File: config.mk
export PLATFORM = sky130hd
export DESIGN_NAME = tcie_ram
export DESIGN_NICKNAME = d
export VERILOG_FILES = /design/src/sv/tcie_ram.sv
export SDC_FILE = /design/constraint.sdc
export NUM_CORES = 2
export LEC_CHECK = 0
export ABC_CLOCK_PERIOD_IN_PS = 3140
export BUFFER_PORTS_ARGS = -buffer_cell sky130_fd_sc_hd__buf_2
export CAP_MARGIN = 20
export CORE_ASPECT_RATIO = 0.7
export CORE_MARGIN = 3
export CORE_UTILIZATION = 50
export CTS_CLUSTER_DIAMETER = 100
export CTS_CLUSTER_SIZE = 24
export DETAILED_ROUTE_END_ITERATION = 7
export GPL_TIMING_DRIVEN = 0
export PLACE_DENSITY = 0.75
export SYNTH_ARGS = -nofsm -noshare
export SYNTH_HDL_FRONTEND = slang
export SYNTH_SLANG_ARGS = --single-unit
File: constraint.sdc
create_clock -name clk -period 3.14 [get_ports clk]
set_clock_uncertainty 0.15 [all_clocks]
set_input_delay 0.157 -clock clk [delete_from_list [all_inputs] [get_ports clk]]
set_output_delay 0.157 -clock clk [all_outputs]
set_load 0.01 [all_outputs]
File: src/sv/tcie_ram.sv
// ----------------------------------------------------------------------------
// tcie_ram
// generic single-port ram with registered read
// ----------------------------------------------------------------------------
module tcie_ram #(
  parameter int WIDTH = 8,
  parameter int DEPTH = 256
) (
  input  logic                     clk,
  input  logic                     en,
  input  logic                     we,
  input  logic [$clog2(DEPTH)-1:0] addr,
  input  logic [WIDTH-1:0]         wdata,
  output logic [WIDTH-1:0]         rdata
);

  logic [WIDTH-1:0] mem [DEPTH];

  always_ff @(posedge clk) begin
    if (en) begin
      if (we) begin
        mem[addr] <= wdata;
      end
      rdata <= mem[addr];
    end
  end

endmodule
Word-level counts from Yosys, hierarchy flattened. Memory sizes are Yosys's and may differ from the RTL's. A register that Yosys moved wholly into a read port is not among the register bits. Cells that the tools add are included.

Register bits: 0. RAM bits: 2048. Bits of input ports: 19. Output and inout port bits: 8. Logic and storage cells: 4. Memories kept: 1.

Memories: mem (depth 256, bits a word 8, rd ports 1, clocked after Yosys merged registers in 1, write ports 1, line 17) `logic [WIDTH-1:0] mem [DEPTH];`.

Muxes and demuxes: 3.

Operator list (count): two-way mux 1 bit (3).

Logic depth before layout (Yosys ltp).
Depth after elaboration: 3. Mapped depth: 9.

Least setup slack after synthesis. Ideal clock, no wire load.

Kind: input-to-reg. Start: input port addr[0]. End: memory mem[105][0] (enable). Library setup time: 370 ps. Arrival time: 2047 ps. Required time: 2620 ps. Path slack: 573 ps. Cell stages on the path: 8. Cells stage by stage: clkbuf_1 > buf_4 > buf_4 > buf_2 > nor3b_1 > nand2_1 > clkbuf_1 > nor2_1.

RTL lines: start, declared (line 12) `input logic [$clog2(DEPTH)-1:0] addr,`; end, declared (line 17).

No word-level cell before the write port.

Final worst setup path.
Start: input port addr[0]. End: memory mem[131][5] (enable).

No word-level cell before the write port.

==> qor.yml <==
synth.most_common_cell: "edfxtp_1"
power_leakage_uw: 0.0249
synth-compound-area-share: 0.0363
wirelength_mm: 208
yosys_register_bits: 2056
post_route_cells_drive_above_1_share: 0.258
die_area_mm2: 0.162
cp_data_arrival_time_ps: 3500
tritoncts: "done"
vdd_ir_drop_max_mv: 0.530
fmaxAchievable_mhz: 308
maximum_number_of_pins_on_one_net_before_global_route_repair: 151
floorplan.io_pins: 27
finalSetupViolations: 307
number_of_buffers_inserted_during_clock_tree_synthesis: 95
run_status: "finished, violations left"
track_usage: 0.257
syn_avg_cell_area_um2: 22.2
yosysUniqueCellTypes: 21
port_buffers: 24
die_height_um: 337
clock_insertion_delay_worst_skew_ps: 780
max-cap-violations: 0
dominant_combinational_cell_family_by_area_after_synthesis: "multiplexers"
yosys_warnings: 0
synthAdderAreaFrac: 0
power-per-cell-area_mw_per_mm2: 549
slew-limit-headroom: 0.206
critPathMaxFanout: 10
die-width_um: 479
netlist.top_cell.by_area: "edfxtp_1"
post_route_total_power_uw: 46800
worstSetupPathType: "input pin to flop"
dr_total_vias: 39700
wire_length_of_the_first_global_routing_pass_mm: 290
failed_checks: "setup timing"
drcViolationCount: 0
postLayoutSetupSlackWorst_ps: -106
crit_required_ps: 3390
synthMuxAreaShare: 0.147
final_net_count: 3692
seq_area_frac_synth: 0.788
avgViaCountPerCell: 6.90
synth_area_mm2: 0.0784
synth.net_count: 3544
antenna_found_initial: 8
synth_common_cells: "2056 x edfxtp_1, 512 x mux4_2, 259 x nor2_1"
synth_edf_count: 2056
syn_to_final_growth_pct: 8.85
cts_buffer_depth: 3
yosys.area_share.simple: 0.0160
place.gp.congestion: 1.02
timing.final.crit_share: 1.03
timing_max_transition_violations_final: 0
hold_viol: 0
grt_remaining_overflow: 0
final_period_minus_worst_setup_slack_ps: 3250
first_global_vias: 37900
drt.antenna.violating_nets: 0
synth-main-ff-cell: "edfxtp_1"
design.core.area_mm2: 0.154
timing.critical_path.to_type: "flop"
synth-xor-area-share: 0
cell_count_after_synthesis: 3525
row_count: 120
initial_core_util: 0.508
rsz0062_at_grt: "yes"
cts.reportedPaths.clkPinSlew_ps: 100
drt_first_pass_iters: 7
detail_route.wl_per_cell_um: 36.1
share_of_synthesized_registers_carrying_an_async_set_or_reset: 0
drt-initial-drc-count: 7295
finalHoldWorstSlack_ps: 96.6
dpl_worst_slack_ps: -1880
cts_htree_levels: 3
utilization: 0.553
hold_path_class: "input pin to flop"
cp-start-kind: "input pin"
root_buffer: "clkbuf_16"
yosys.area.top_type_share: 0.788
clock_sinks: 2056
tightest_slew_ps: 1190
hpwlAfterDp_mm: 134
synth.top_cells.by_area: "edfxtp_1 79%, mux4_2 15%, a22oi_1 2.5%"
## final cells by class
class                      count  area [um2]
multi-input combinational   1244       16600
sequential                  2056       61700
timing repair buffer          51         719
clock buffer                  96        2400
antenna                        8        20.0
clock inverter                 8         143
tap                         2074        2590
buffer                       225        1110
fill                       11200       69000
## where the power goes
group          leakage [uW]  total [uW]  switching (uW)  internal [uW]
Sequential           0.0185       30200            25.5          30200
Combinational       0.00514        2770            1880            888
Clock               0.00125       13800            8130           5690
## registers in the layout (all words and copies together) (netlist names)
name   flops
mem     2048
rdata      8
## worst max-delay path: stages
cell and delay (ps):
clkbuf_1 170, buf_4 370, buf_4 390, buf_2 400, and4_1 430, nand2_2 400
clkbuf_4 550, nor2_2 530
## stage by stage
step                cell area (um2)   TNS, ps  std cells
CTS                           84900     -7230       5754
global route                  85300     -8130       5755
detailed placement            81600  -2641550       5641
finish                        85300    -10210       5762
global placement              81100  -6741700       5623
floorplan                     78400         0       3525
## cell usage in the layout (no fill, tap or decap), types with 12 or more instances in the layout
cell and n:
buf_4 17, buf_1 20, nand2_2 15, clkbuf_4 12, nor2_1 96, edfxtp_1 2056
nor2_4 72, mux4_2 512, buf_8 12, o41ai_1 21, buf_2 53, a21oi_1 125
clkbuf_16 96, clkbuf_1 113, buf_16 13, a22oi_1 255, nor2_2 91, nand2_1 14
clkbuf_2 14
## logic make-up (layout without fill, tap and decap cells)
family	Yosys count	after routing
flip-flops	2056	2056
AO/OA/AOI/OAI	416	416
other	0	8
AND/OR/NAND/NOR	316	316
multiplexers	512	512
buffers and inverters	225	380
## routing by layer
layer | up-vias | track usage | share of wire
met1 | 20900 | 0.375 | 0.37
met3 | 443 | 0.119 | 0.17
met2 | 3240 | 0.340 | 0.41
li1 | 15200 | - | -
met4 | 6 | 0.0904 | 0.041
met5 | - | 0.00441 | 0.00096
## what timing repair did
| action | CTS | global route |
|---|---|---|
| cloned | 0 | 0 |
| pin swaps | 0 | 0 |
| setup buffers | 0 | 0 |
| setup endpoints to repair | 1837 | 945 |
| endpoints found under the hold margin | 1010 | 0 |
| resized for setup | 239 | 88 |
| hold buffers | 9 | 0 |
## worst paths after layout
path,startpoint,end,slack [ps],depth (start not counted)
max,addr[0],mem[131][5]$_DFFE_PP_,-110,8
min,addr[7],rdata[5]$_DFFE_PP_,100,5
min reg2reg,mem[122][6]$_DFFE_PP_,rdata[6]$_DFFE_PP_,910,5
max reg2reg,mem[79][2]$_DFFE_PP_,rdata[2]$_DFFE_PP_,270,5
Note: power is estimated with default switching activity, not from simulation.
